<file path="src/sedf_sqrt.sv">
module sedf_sqrt #(
   parameter int IN_W = 26
) (
   input  logic            clock,
   input  logic            reset,
   input  logic            start,
   input  logic [IN_W-1:0] value,
   output logic            done,
   output logic [IN_W/2:0] root
);

   logic            busy_ff, busy_in;
   logic            done_ff, done_in;
   logic [IN_W-1:0] n_ff, n_in;
   logic [IN_W-1:0] r_ff, r_in;
   logic [IN_W-1:0] bit_ff, bit_in;
   logic [IN_W:0]   trial;

   assign trial = {1'b0, r_ff} + {1'b0, bit_ff};

   // One result bit per step from two bits of the value; a last step rounds to nearest.
   always_comb begin
      busy_in = busy_ff;
      done_in = 1'b0;
      n_in    = n_ff;
      r_in    = r_ff;
      bit_in  = bit_ff;
      if (start) begin
         busy_in = 1'b1;
         n_in    = value;
         r_in    = '0;
         bit_in  = IN_W'(1) << (IN_W - 2);
      end else if (busy_ff) begin
         if (bit_ff != '0) begin
            if ({1'b0, n_ff} >= trial) begin
               n_in = n_ff - trial[IN_W-1:0];
               r_in = (r_ff >> 1) + bit_ff;
            end else begin
               r_in = r_ff >> 1;
            end
            bit_in = bit_ff >> 2;
         end else begin
            if (n_ff > r_ff) begin
               r_in = r_ff + IN_W'(1);
            end
            busy_in = 1'b0;
            done_in = 1'b1;
         end
      end
   end

   always_ff @(posedge clock) begin
      if (reset) begin
         busy_ff <= 1'b0;
         done_ff <= 1'b0;
      end else begin
         busy_ff <= busy_in;
         done_ff <= done_in;
      end
      n_ff   <= n_in;
      r_ff   <= r_in;
      bit_ff <= bit_in;
   end

   assign done = done_ff;
   assign root = r_ff[IN_W/2:0];

endmodule

</file>
<file path="config.mk">
export PLATFORM = sky130hd
export DESIGN_NAME = sedf_sqrt
export DESIGN_NICKNAME = d
export VERILOG_FILES = /design/src/sedf_sqrt.sv
export SDC_FILE = /design/constraint.sdc
export NUM_CORES = 1
export LEC_CHECK = 0
export ABC_AREA = 1
export BUFFER_PORTS_ARGS = -buffer_cell sky130_fd_sc_hd__buf_2
export CORE_UTILIZATION = 35
export CTS_BUF_LIST = sky130_fd_sc_hd__clkbuf_4 sky130_fd_sc_hd__clkbuf_8 sky130_fd_sc_hd__clkbuf_16
export CTS_CLUSTER_DIAMETER = 50
export CTS_CLUSTER_SIZE = 28
export DETAILED_ROUTE_END_ITERATION = 12
export GPL_TIMING_DRIVEN = 1
export PLACE_DENSITY = 0.48
export RECOVER_POWER = 100
export SYNTH_ARGS = -nofsm -noshare
export SYNTH_HDL_FRONTEND = slang
export SYNTH_SLANG_ARGS = --single-unit
export TNS_END_PERCENT = 30
</file>
<file path="constraint.sdc">
create_clock -name clock -period 10.9 [get_ports clock]
set_clock_uncertainty 0.05 [all_clocks]
set_input_delay 1.09 -clock clock [delete_from_list [all_inputs] [get_ports clock]]
set_output_delay 1.09 -clock clock [all_outputs]
set_load 0.005 [all_outputs]
</file>
# [After elaboration in Yosys (flattened, before gate mapping)]
# Index checks and enable logic that the tools add are counted.
[word_totals] regBits=67 inputBits=29 output_inout_bits=15
[classes] add_sub_neg=4 n_lt_le_gt_ge=2 n_mux=11 n_bitwise=1 reduce_logical=9
[op_table] cell="$mux 26" count=7
[op_table] cell="$add 26x25->27" count=1
[op_table] cell="$ge 26x27->1" count=1
[op_table] cell="$add 25x25->26" count=1
[op_table] cell="$add 26x1->26 const B" count=1
[op_table] cell="$gt 26x26->1" count=1
[op_table] cell="$reduce_bool 26->1" count=1
[op_table] cell="$sub 26x26->26" count=1
[op_table] cell="$reduce_bool 2->1" count=4
[op_table] cell="$mux 1" count=4
[op_table] cell="$reduce_and 2->1" count=2
[op_table] cell="$reduce_and 3->1" count=1
[op_table] cell="$reduce_or 3->1" count=1
[op_table] cell="$not 1->1" count=1

# [Depth between registers and ports, before layout]
[depth] word_depth=6 depth_mapped=30 mapped_depth_nobuf=30

# [Worst setup path after synthesis]
# Ideal clock, no wire load.
[synth_timing] path_type="register -> register" start="register bit_ff[2]" end="register n_ff[0], enable pin" setup_time_ps=383 arrival_time_ps=3731 required_time_ps=10467 setup_slack_ps=6736 stages_incl_launch_ff=22 synth_period_minus_slack_ps=4164 cell_sequence="dfxtp_1 ha_1 nand3_1 nand2_1 a21oi_1 o21ai_0 inv_1 o21ai_0 a31oi_1 xor2_1 ha_1 nand2_1 nor2_2 inv_2 nor2_2 nand3_1 nand3_2 nand4_4 nand2_8 buf_6 nand2_1 nand2_1"
[synth_between] elab_chain_cells=4 elab_cells_between_ends=6 cone_classes="add/sub (1); order compare (1); reduce/logical (4)"
[synth_rtl] element="start, declared" line="16" rtl="logic [IN_W-1:0] bit_ff, bit_in;"
[synth_rtl] element="start signal, assigned" line="62" rtl="bit_ff <= bit_in;"
[synth_rtl] element="$add 26x25->27" line="19" rtl="assign trial = {1'b0, r_ff} + {1'b0, bit_ff};"
[synth_rtl] element="$ge 26x27->1" line="35" rtl="if ({1'b0, n_ff} >= trial) begin"
[synth_rtl] element="$reduce_bool 2->1 (no source line)"
[synth_rtl] element="$reduce_and 3->1 (no source line) *"
[synth_rtl] element="end signal, assigned" line="60" rtl="n_ff <= n_in;"
[synth_rtl] element="end, declared" line="14" rtl="logic [IN_W-1:0] n_ff, n_in;"
# Every way passes the cells marked *; elsewhere a longest branch is shown, timed or not.
# A chain may end at the register's enable or synchronous reset.

# [Worst setup path in the final report]
[layout_timing] start="register r_ff[6]" end="register n_ff[15], enable pin"
[layout_between] elab_chain_cells=4
[layout_rtl] element="start, declared" line="15" rtl="logic [IN_W-1:0] r_ff, r_in;"
[layout_rtl] element="start signal, assigned" line="61" rtl="r_ff <= r_in;"
[layout_rtl] element="$add 26x25->27" line="19"
[layout_rtl] element="$ge 26x27->1" line="35"
[layout_rtl] element="$reduce_bool 2->1 (no source line)"
[layout_rtl] element="$reduce_and 3->1 (no source line)"
# No other way between the ends.

==> results.md <==
- Outcome: finished, violations left
- Violations in the final reports: capacitance limit, slew limit
- Synth Instances: 1292
- Core area: 22800 um^2
- Sequential area share after synthesis: 19.5%
- Slew headroom: -34.4%
- Initial core utilization: a little over a third
- Fmax: 0.147 GHz
- Area delta synth->final: 5.62%
- CP Buf/Inv Count: 3
- Worst Setup Start Kind: flip-flop
- Maximum clock insertion buffer count: 2
- CP Class: flip-flop to flip-flop
- Wire per inst: 17.4 um
- Io pins: 44
- Vias in the first global route: 8175
- CTS tree: yes
- Main combinational cell family by area after synthesis: simple AND/OR/NAND/NOR gates
- Clock Latency Late Sink: 0.35 ns
- CP arrival: 6.75 ns
- Via-to-Cell Ratio: 5.15
- Detailed placement HPWL: 21800 um
- Clk slew on worst S/H paths: 0.07 ns
- Synth Area in Adders: 12.6%
- Share of layout cells above drive strength 1: 8.68%
- Layout fillers: 2607
- Final hold violation count: 0
- Post-synthesis xor/xnor area fraction: 5.65%
- DR vias: between 8000 and 9000
- Synth Area in Compound Gates: approximately 16%
- Ys async rst share: 0%
- Crit path required time: 10.85 ns
- Critical path, cell by cell: ha_1 -> nand2_1 -> nor2_1 -> a21oi_1 -> o21ai_0 -> inv_1 -> o21ai_0 -> a31oi_1 -> xor2_1 -> ha_1 -> nand2_1 -> nor2_1 -> clkinv_1 -> nor2_1 -> nand3_1 -> nand3_1 -> nand4_1 -> nand2_1 -> nand2_1 -> nand2_1 -> buf_4
- Setup TNS: 0 ns
- Total power: 0.00282 W
- Die ar.: 24100 um^2
- Syn_area_per_cell: 6.35 um^2
- Placement row count: 55
- CTS root buffer: clkbuf_16
- Post-synthesis simple-gate area fraction: 34.7%
- Ys flop type: dfxtp_1
- Most frequent cells in the layout: nand2_1, inv_1, nor2_1
- Routed wire length: 27900 um
- Die span in x: 155 um
- PwrDens: 325 nW/um^2
- First DRT Iteration DRCs: around 500
- Placer Congestion: between 0.9 and 1
- Most common cell after layout, fill and taps aside: nand2_1
- Pleak: 3.96 nW
- RSZ-0062 raised after global routing: false
- Post-layout net count: 1396
- Die Span Y: ~160 um
- Largest net degree at the start of global routing: 46
- Worst vdd ir: 0.000135 V
- Crit-path max cell delay: 1.37 ns
- Nature of the critical path endpoint: flip-flop
- Critical path peak fanout: 28
- # port buffers: 43
- Syn_nets: 1403
- Post-route clock period utilization: a little over 60%
- Flops & latches, synth: 67
- Max_cap viols: 2
- H-tree levels: 3
- First-pass GRT wire length: 44700 um
- Post-CTS Setup Bufs: 0
- # setup viols final: 0
- CP top delay family: simple AND/OR/NAND/NOR gates
- Worst-margin pin slew: 2.02 ns
- Critical Path Most Common Cell: nand2_1
- Tmin final: ~6.8 ns
- Cell Area, Synth: 8210 um^2
- Hold crit path type: flip-flop to flip-flop
- Mux cell area share after synthesis: 0%
- PostCTS Resize Cnt: 0
- Drt drc: 0
- Finished Core Util: a little under two fifths
- Synth unique cells: 54
- Overall Global Routing Usage: approximately a quarter
- Initial antenna violation count: 0
- N_diodes: 0
- Post-CTS Hold Buffers: 0
- Final ANT Viol Nets: 0
- Post-synth EDFFs: 26
- Slowest library cell on the worst path: nand2_1
- Yosys synthesis warning count: 0
- Drt pass-1 iters: 5
- GRT overflow: 0
- Num CTS Buffers: 9
- Final Max Tran Viols: 83
- Clk sinks: 67
path summary, 6_finish.rpt:
kind / from / endpoint / slack, ns / cells after the start
setup / recovery: r_ff[6] / n_ff[15] / 4.11 / 21
hold / removal: bit_ff[24] / bit_ff[24] / 0.48 / 2
setup reg to reg: r_ff[6] / n_ff[15] / 4.11 / 21
hold reg to reg: bit_ff[24] / bit_ff[24] / 0.48 / 2
cell usage after synthesis, types with 18 or more instances:
cell type	count	area, um^2
xor2_1	38	333
ha_1	81	1010
inv_1	133	499
a21oi_1	102	510
nor3_1	18	90.1
buf_2	24	120
dfxtp_1	41	821
nand3_1	105	526
buf_4	22	165
nand4_1	21	131
edfxtp_1	26	781
nand2_1	319	1200
o21ai_0	89	445
nor2_1	109	409
report_power, final:
part | internal (W) | leakage [nW] | switching, W | total (W)
Combinational | 0.000680 | 3.22 | 0.00126 | 0.00194
Clock | 0.000158 | 0.132 | 0.000130 | 0.000289
Sequential | 0.000389 | 0.600 | 0.000202 | 0.000591
Total | 0.00123 | 3.96 | 0.00159 | 0.00282
worst reg2reg max path, stage by stage, from the launching register on:
cell      delay (ns)
dfxtp_1         0.59
ha_1            0.29
nand2_1         0.07
nor2_1          0.15
a21oi_1         0.11
o21ai_0         0.32
inv_1           0.11
o21ai_0         0.30
a31oi_1         0.15
xor2_1          0.17
ha_1            0.40
nand2_1         0.14
nor2_1          0.15
clkinv_1        0.11
nor2_1          0.15
nand3_1         0.10
nand3_1         0.18
nand4_1         0.89
nand2_1         1.37
nand2_1         0.12
nand2_1         0.10
buf_4           0.40
registers in the layout (all words and copies together) (netlist names):
name and count:
n_ff 26, r_ff 26, bit_ff 13, busy_ff 1, done 1
layout make-up:
type	instances	area [um^2]	share of cell area (%)
Clock inverter	5	30.0	0.346
Timing Repair Buffer	47	230	2.66
Sequential cell	67	1600	18.5
Inverter	144	543	6.26
Clock buffer	11	240	2.77
Multi-Input combinational cell	1016	5630	65.0
Tap cell	313	392	4.52
stage by stage:
step / instances / area, um^2 / worst slack [ns] / hold slack [ns]
global route: 1603 / 8670 / 3.49 / 0.515
floorplan: 1292 / 8210 / 6.74 / 0.409
detailed placement: 1587 / 8460 / 5.87 / 0.471
finish: 1603 / 8670 / 4.11 / 0.478
global placement: 1587 / 8460 / 6.02 / 0.463
CTS: 1603 / 8730 / 5.83 / 0.481
per-layer routing:
layer	up-vias	global-route usage, %	routed length, um
met3	29	2.45	1140
met5	-	0	0
li1	4275	-	-
met2	186	39.2	12500
met1	3766	33.7	13600
met4	0	7.73	696
kinds of logic after synthesis:
kind of cell               count (synthesis)
adders and majority gates                 82
buffers and inverters                    209
DFF                                       67
and+or+nand+nor                          637
AOI/OAI and AO/OA                        244
xor gates and xnor gates                  53
(Power assumes the default switching activity.)
