<file path="src/sedf_div.sv">
module sedf_div #(
   parameter int N = 8,
   parameter int D = 4
) (
   input  logic         clock,
   input  logic         reset,
   input  logic         start,
   input  logic [N-1:0] dividend,
   input  logic [D-1:0] divisor,
   output logic         done,
   output logic [N-1:0] quotient
);

   localparam int CNT_W = $clog2(N + 1);

   logic             busy_ff, busy_in;
   logic             done_ff, done_in;
   logic [CNT_W-1:0] cnt_ff, cnt_in;
   logic [D-1:0]     rem_ff, rem_in;
   logic [N-1:0]     quo_ff, quo_in;
   logic [D-1:0]     den_ff, den_in;
   logic [D:0]       shifted;
   logic [D:0]       diff;
   logic             ge;

   // Restoring division, one quotient bit per cycle.
   assign shifted = {rem_ff, quo_ff[N-1]};
   assign diff    = shifted - {1'b0, den_ff};
   assign ge      = shifted >= {1'b0, den_ff};

   always_comb begin
      busy_in = busy_ff;
      done_in = 1'b0;
      cnt_in  = cnt_ff;
      rem_in  = rem_ff;
      quo_in  = quo_ff;
      den_in  = den_ff;
      if (start) begin
         busy_in = 1'b1;
         cnt_in  = '0;
         rem_in  = '0;
         quo_in  = dividend;
         den_in  = divisor;
      end else if (busy_ff) begin
         quo_in = {quo_ff[N-2:0], ge};
         rem_in = ge ? diff[D-1:0] : shifted[D-1:0];
         cnt_in = cnt_ff + CNT_W'(1);
         if (cnt_ff == CNT_W'(N - 1)) begin
            busy_in = 1'b0;
            done_in = 1'b1;
         end
      end
   end

   always_ff @(posedge clock) begin
      if (reset) begin
         busy_ff <= 1'b0;
         done_ff <= 1'b0;
      end else begin
         busy_ff <= busy_in;
         done_ff <= done_in;
      end
      cnt_ff <= cnt_in;
      rem_ff <= rem_in;
      quo_ff <= quo_in;
      den_ff <= den_in;
   end

   assign done     = done_ff;
   assign quotient = quo_ff;

endmodule

</file>
<file path="config.mk">
export PLATFORM = sky130hd
export DESIGN_NAME = sedf_div
export DESIGN_NICKNAME = d
export VERILOG_FILES = /design/src/sedf_div.sv
export SDC_FILE = /design/constraint.sdc
export NUM_CORES = 1
export LEC_CHECK = 0
export ABC_AREA = 1
export CORE_MARGIN = 10
export CORE_UTILIZATION = 45
export DETAILED_ROUTE_END_ITERATION = 7
export DONT_BUFFER_PORTS = 1
export SYNTH_ARGS = -nofsm -noshare
export SYNTH_HDL_FRONTEND = slang
export SYNTH_SLANG_ARGS = --single-unit
</file>
<file path="constraint.sdc">
create_clock -name clock -period 1.5 [get_ports clock]
set_clock_uncertainty 0.05 [all_clocks]
set_input_delay 0.075 -clock clock [delete_from_list [all_inputs] [get_ports clock]]
set_output_delay 0.075 -clock clock [all_outputs]
set_load 0.02 [all_outputs]
</file>
After elaboration in Yosys (flattened, before gate mapping)
Index checks and enable logic that the tools add are counted.
{"block": "totals", "out_inout_bits": 9, "wordCells": 20, "ff_bits": 22}
{"block": "op_classes", "n_addsub": 2, "n_bitwise": 1, "muxes": 7, "order_cmp": 1, "eq_ne": 1, "n_reduce_logical": 2}
{"op": "$mux W8", "n": 2}
{"op": "$ge A5 B4 Y1", "n": 1}
{"op": "$add A4 B1 Y4 const B", "n": 1}
{"op": "$eq A4 B3 Y1 const B", "n": 1}
{"op": "$mux W1", "n": 4}
{"op": "$mux W4", "n": 1}
{"op": "$sub A4 B4 Y4", "n": 1}
{"op": "$reduce_or A3 Y1", "n": 1}
{"op": "$reduce_bool A2 Y1", "n": 1}
{"op": "$not A1 Y1", "n": 1}

Longest topological paths before layout
Gate-level depths: netlist of the first run.
{"block": "logic_depth", "depth_word": 4, "ltp_mapped": 10, "mapped_depth_nobuf": 10}

Worst setup path before layout of the first run
OpenSTA, ideal clock, no wires.
{"block": "synth_path", "path_kind": "register to register", "startpoint": "register quo_ff[7], in the netlist quotient[7]", "endpoint": "register rem_ff[2]", "stages_incl_launch_ff": 8, "n_path_buf": 0, "path_slack_ps": -52, "arrival_ps": 1388, "setup_time_ps": 113, "synth_period_minus_slack_ps": 1552, "path_cell_list": "edfxtp_1 > inv_1 > ha_1 > fa_1 > xor2_1 > nand2_1 > nand3_1 > nand2_1"}
{"block": "synth_between", "elab_chain_cells": 2, "elab_cells_between_ends": 3}
{"element": "start: declaration", "line": "20", "source": "logic [N-1:0] quo_ff, quo_in;"}
{"element": "start signal: assignment", "line": "65", "source": "quo_ff <= quo_in;"}
{"element": "$sub A4 B4 Y4 / $ge A5 B4 Y1 (equally long branches)", "line": "28, 29"}
{"element": "$mux W4 *", "line": "46", "source": "rem_in = ge ? diff[D-1:0] : shifted[D-1:0];"}
{"element": "end signal: assignment", "line": "64", "source": "rem_ff <= rem_in;"}
{"element": "end: declaration", "line": "19", "source": "logic [D-1:0] rem_ff, rem_in;"}
Every way passes the cells marked *; elsewhere a longest branch is shown, timed or not.
A chain may end at the register's enable or synchronous reset.

Worst setup path in the final report of the first run
{"block": "layout_path", "startpoint": "register den_ff[0]", "endpoint": "register rem_ff[1]"}
{"block": "layout_between", "elab_chain_cells": 2, "elab_cells_between_ends": 3}
{"element": "start: declaration", "line": "21", "source": "logic [D-1:0] den_ff, den_in;"}
{"element": "start signal: assignment", "line": "66", "source": "den_ff <= den_in;"}
{"element": "$sub A4 B4 Y4 / $ge A5 B4 Y1 (equally long branches)", "line": "28, 29"}
{"element": "$mux W4 *", "line": "46"}
Marks and branches as above.

==> results of run 1 <==
==> through the flow <==
step           worst slack [ns]  cells  setup TNS (ns)
6_report                 0.0616    167               0
5_1_grt                 -0.0485    167          -0.102
4_1_cts                 0.00635    166               0
3_5_place_dp           -0.00216    147        -0.00216
3_3_place_gp             0.0532    147               0
2_1_floorplan           -0.0110    118         -0.0110
==> final cells by class <==
cell class | instances | area, sq um
multi-input cells | 80 | 480
clock buffers | 3 | 22.5
clock inverters | 1 | 30.0
repair buffers | 19 | 180
fillers | 193 | 872
flip-flops and latches | 22 | 561
well taps | 28 | 35.0
inverters | 14 | 52.6
==> worst max-delay path by stage <==
stage / startpoint / end / slack [ns] / cells past startpoint
after floorplan: quotient[7] / rem_ff[1] / -0.01 / 6
after global placement: den_ff[1] / rem_ff[0] / 0.05 / 9
after detailed placement: den_ff[2] / quotient[0] / -0.002 / 6
after CTS: start / quotient[0] / 0.006 / 3
after global routing: den_ff[1] / rem_ff[0] / -0.05 / 9
final: den_ff[0] / rem_ff[1] / 0.06 / 5
==> per-layer routing <==
layer  vias to the layer above  GRT usage  wire length (microns)
met1                       384      0.139                   1000
met5                         -          0                      0
li1                        423          -                      -
met2                        16      0.173                   1260
met4                         0     0.0302                     11
met3                         2     0.0451                    125
==> layout by cell type, fill, tap and decap left out, drive strengths merged <==
cell type,n
a21oi,2
a31oi,2
buf,5
bufinv,1
clkbuf,3
clkinv,1
dfxtp,10
dlygate4sd3,13
dlymetal6s4s,1
edfxtp,12
fa,1
ha,5
inv,13
nand2,45
nand3,7
nand4,2
nor2,8
nor3,3
nor4,1
o21ai,2
or2,1
xor2,1
==> repair_timing <==
| item | 4_1_cts | 5_1_grt |
|---|---|---|
| pin swaps | 0 | 3 |
| buffers inserted | 1 | 1 |
| hold endpoints to repair | 24 | 0 |
| hold buffers | 14 | 0 |
| resized for setup | 0 | 8 |
| setup endpoints to repair | 2 | 12 |
==> state kept, by name, indices dropped and copies added, names as in the netlist <==
signal,cells
busy_ff,1
quotient,8
cnt_ff,4
done,1
rem_ff,4
den_ff,4
==> worst max-delay path, stage by stage (launching register included) <==
cell      delay [ns]
edfxtp_1        0.41
ha_2            0.22
fa_2            0.52
nand2_1         0.05
nand3_1         0.06
nand2_1         0.05
==> cell families after synthesis <==
family	Yosys count	share of synthesized area
buffers and inverters	16	0.0590
xor gates and xnor gates	1	0.00827
DFF	22	0.529
and+or+nand+nor	67	0.295
AOI/OAI and AO/OA	6	0.0307
adders and majority gates	6	0.0779
==> power by group <==
| part | internal (uW) | leakage [uW] | switching (uW) |
|---|---|---|---|
| logic | 156 | 0.000390 | 180 |
| registers | 699 | 0.000203 | 72.7 |
| clock network | 270 | 0.0000279 | 193 |
==> flow_summary_export.csv, run 1 <==
group,metric,value,unit
setup_path,endpoint_kind,"flop",
layout,design.final.nets,161,
setup_path,crit_required,1.68,ns
setup_path,r2r_cells,5,
drt,wl_per_cell,14.4,microns
floorplanning,top_level_ports,24,
layout,post-route-util,0.610,
yosys,synth_top_area_share,0.340,
floorplanning,initial_utilization,0.475,
layout,antenna_cells,0,
sta,final_setup_violations,0,
yosys,synth_instances,118,
drt,viasPerCell,4.94,
clocking,htree_num_levels,1,
power,worst_ir_drop_vdd,0.787,mV
yosys,yosys.area.top_type,"edfxtp_1",
global_route,wire_length_of_the_first_global_routing_pass,3940,microns
yosys,synth-async-reset-ratio,0,
clocking,tritoncts.num_buffers,3,
run,maxCapViolCount,0,
sta,finalCritPeriodShare,0.959,
yosys,post-synth-top-count-cell,"nand2_1",
drt,dr.first_iter.drc_count,28,
worst_hold_path,min_path_type,"in2reg",
floorplanning,num_rows,17,
global_route,grt_max_degree,15,
clocking,tritoncts,"yes",
global_route,antenna_found_initial,0,
power,power_leakage,0.000621,uW
drt,drt.antenna.violating_nets,0,
layout,drive_above_1_share,0.180,
floorplanning,coreArea,2230,sq um
sta,holdWs,0.0531,ns
yosys,count_of_distinct_cell_types_in_the_synthesized_netlist,24,
place,placed_area,1110,sq um
sta,final.min_clock_period,1.44,ns
yosys,postSynth.topFlopCell,"edfxtp_1",
sta,max_slew.worst_pin.slew,0.721,ns
yosys,synth_area_leaders,"edfxtp_1 34%, dfxtp_1 19%, nand2_1 15%, ha_1 5.9%, inv_1 4.3%",
setup_path,timing_worst_setup_path_type,"reg2reg",
yosys,syn_nets,139,
clocking,root_buffer,"clkbuf_4",
place,hpwlAfterDp,1650,microns
worst_hold_path,hp-start,"start",
layout,area_growth,28.5,%
setup_path,r2r_start,"den_ff[0]",
global_route,globalRoute.totalOverflow,0,
drt,drc_violations,0,
clocking,clk-insertion-delay-late,0.32,ns
clocking,cts_num_sinks,22,
place,gp_routability_congestion,0.773,
global_route,groute.usage.overall,0.111,
worst_hold_path,min_path_cells,3,
yosys,syn_avg_cell_area,8.98,sq um
worst_hold_path,hold-path-endpoint,"cnt_ff[0]",
sta,timing.final.max_slew_violations,0,
setup_path,worst-r2r-setup-slack,0.06,ns
global_route,first_global_vias,811,
setup_path,worst_path_arrival,1.61,ns
drt,drt-pass1-iter-count,4,
floorplanning,die-width,68.5,microns
clocking,cts_max_path_buffers,2,
setup_path,timing.critical_path.fanout_max,2,
setup_path,rr_endpoint,"rem_ff[1]",
sta,timing_hold_violations_final,0,
run_status,outcome,"finished, final reports clean",
floorplanning,floorplan.die.height,68.5,microns
place,io_buffers,0,
sta,setup_repair_after_global_routing_missed_its_margin,"true",
yosys,synth.ff_latch_count,22,
setup_path,critical_path.startpoint_type,"flop",
yosys,synth.cells.most_frequent,"43 x nand2_1, 12 x edfxtp_1, 12 x inv_1, 10 x dfxtp_1, 7 x nand3_1",
sta,maxSlewHeadroom,0.519,
sta,max_clock_freq,0.695,GHz
power,power.density,1150,nW/um^2
yosys,synth-warning-count,0,
layout,final_cell_area,1360,sq um
drt,detailroute.via_count,825,
drt,drt-total-wl,2400,microns
power,post-layout-total-power,1570,uW
yosys,synth_sequential_area_ratio,0.529,
yosys,synth-edff-count,12,
clocking,clk_transition_reported_paths,0.13,ns
yosys,synth.cell_area,1060,sq um
floorplanning,design.die.area,4700,sq um
Note: power is estimated with default switching activity, not from simulation.
==> run 2, diff against run 1 <==
- clock period: 1.5 -> 1.66 ns (I/O delays scaled with it)
==> flow_summary_export.csv, run 2 (synthesis gave the netlist of run 1 again) <==
group,metric,value,unit
run_status,outcome,"finished, final reports clean",
sta,setup_repair_after_global_routing_missed_its_margin,"false",
global_route,wire_length_of_the_first_global_routing_pass,3570,microns
floorplanning,top_level_ports,24,
layout,layout.cells.most_common,"nand2_1",
layout,antenna_cells,0,
setup_path,worst_path_arrival,1.49,ns
setup_path,endpoint_kind,"flop",
floorplanning,initial_utilization,0.475,
place,hpwlAfterDp,1600,microns
layout,final_cells,163,
clocking,cts_max_path_buffers,2,
global_route,grt_max_degree,14,
drt,viasPerCell,4.91,
sta,final_setup_violations,0,
layout,drive_above_1_share,0.0963,
power,combinationalPowerShare,0.220,
worst_hold_path,min_path_type,"in2reg",
setup_path,crit_required,1.65,ns
layout,final_cell_mix,"43 x nand2_1, 13 x dlygate4sd3_1, 12 x inv_1, 12 x edfxtp_1, 10 x dfxtp_1",
power,netSwitchingFraction,0.299,
place,placed_cells_incl_taps,146,
sta,timing_hold_violations_final,0,
power,power_leakage,0.000585,uW
drt,detailroute.via_count,801,
power,seq_power_share,0.585,
power,worst_ir_drop_vdd,0.578,mV
sta,max_clock_freq,0.667,GHz
sta,maxSlewHeadroom,0.527,
global_route,antenna_found_initial,0,
global_route,first_global_vias,786,
drt,wl_per_cell,13.7,microns
sta,timing.final.max_slew_violations,0,
layout,post-route-util,0.564,
power,total_switching_power,354,uW
global_route,globalRoute.totalOverflow,0,
clocking,tritoncts,"yes",
drt,drc_violations,0,
power,power.density,940,nW/um^2
clocking,htree_num_levels,1,
clocking,clk-insertion-delay-late,0.29,ns
clocking,cts_num_sinks,22,
floorplanning,num_rows,17,
sta,max_slew.worst_pin.slew,0.707,ns
place,gp_routability_congestion,0.771,
drt,drt-total-wl,2230,microns
sta,final.min_clock_period,1.50,ns
run,maxCapViolCount,0,
floorplanning,die-width,68.5,microns
sta,holdWs,0.0313,ns
drt,drt.antenna.violating_nets,0,
sta,finalCritPeriodShare,0.903,
drt,drt-pass1-iter-count,4,
floorplanning,floorplan.die.height,68.5,microns
setup_path,timing_worst_setup_path_type,"reg2reg",
floorplanning,design.die.area,4700,sq um
layout,regArea,561,sq um
layout,design.final.nets,157,
place,io_buffers,0,
layout,area_growth,18.9,%
layout,nFillCells,204,
setup_path,timing.critical_path.fanout_max,6,
layout,multiInputGateArea,440,sq um
drt,dr.first_iter.drc_count,46,
power,internal_power,831,uW
global_route,groute.usage.overall,0.0998,
sta,fin_setup_tns,0,ns
floorplanning,coreArea,2230,sq um
clocking,clk_transition_reported_paths,0.11,ns
clocking,tritoncts.num_buffers,3,
setup_path,critical_path.startpoint_type,"flop",
clocking,root_buffer,"clkbuf_4",
power,p_clk_frac,0.195,
layout,flip_flop_count_of_the_largest_register_all_copies_and_words_added,8,
run 2: path summary, 6_finish.rpt:
kind	start	endpoint	slack, ns	cells after the start
worst min register to register	rem_ff[3]	rem_ff[3]	0.42	2
worst max-delay path	rem_ff[1]	quotient[0]	0.16	5
worst min-delay path	start	cnt_ff[1]	0.03	4
worst max register to register	rem_ff[1]	quotient[0]	0.16	5
run 2: what timing repair did:
item,4_1_cts,5_1_grt
buffers inserted,0,0
endpoints found under the hold margin,23,0
hold buffers,13,0
setup endpoints to repair,0,1
resized for setup,0,1
run 2: stage by stage:
stage	setup slack [ns]	power, uW	instance area (sq um)
2_1_floorplan	0.108	885	1060
3_3_place_gp	0.156	929	1100
3_5_place_dp	0.165	931	1100
4_1_cts	0.137	1200	1260
5_1_grt	0.0481	1270	1260
6_report	0.160	1180	1260
run 2: worst max-delay path, stage by stage (launching register included):
cell and delay [ns]:
dfxtp_1 0.35, ha_1 0.37, a21oi_2 0.18, nand2_1 0.10, nand2_4 0.10, a31oi_1 0.08
run 2: routing by layer:
metal | global-route usage | part of all wire | wire length, microns | vias to the layer above
met5 | 0 | 0 | 0 | -
met4 | 0.0377 | 0.0054 | 12 | 0
met3 | 0.0338 | 0.051 | 114 | 2
met2 | 0.168 | 0.51 | 1150 | 14
met1 | 0.114 | 0.43 | 954 | 363
li1 | - | - | - | 422
run 2: layout make-up:
| cell class | count | share of cell area |
|---|---|---|
| Clock buffer | 3 | 0.0179 |
| Tap cell | 28 | 0.0278 |
| Multi-Input combinational cell | 80 | 0.350 |
| Timing Repair Buffer | 15 | 0.115 |
| Clock inverter | 1 | 0.00298 |
| Sequential cell | 22 | 0.445 |
| Inverter | 14 | 0.0417 |
run 2: power groups by stage:
stage | Combinational [uW] | Clock [uW] | Sequential (uW)
after floorplan | 188 | 0 | 697
after global placement | 223 | 0 | 706
after detailed placement | 225 | 0 | 706
after CTS | 258 | 244 | 694
after global routing | 296 | 271 | 700
final | 261 | 231 | 693
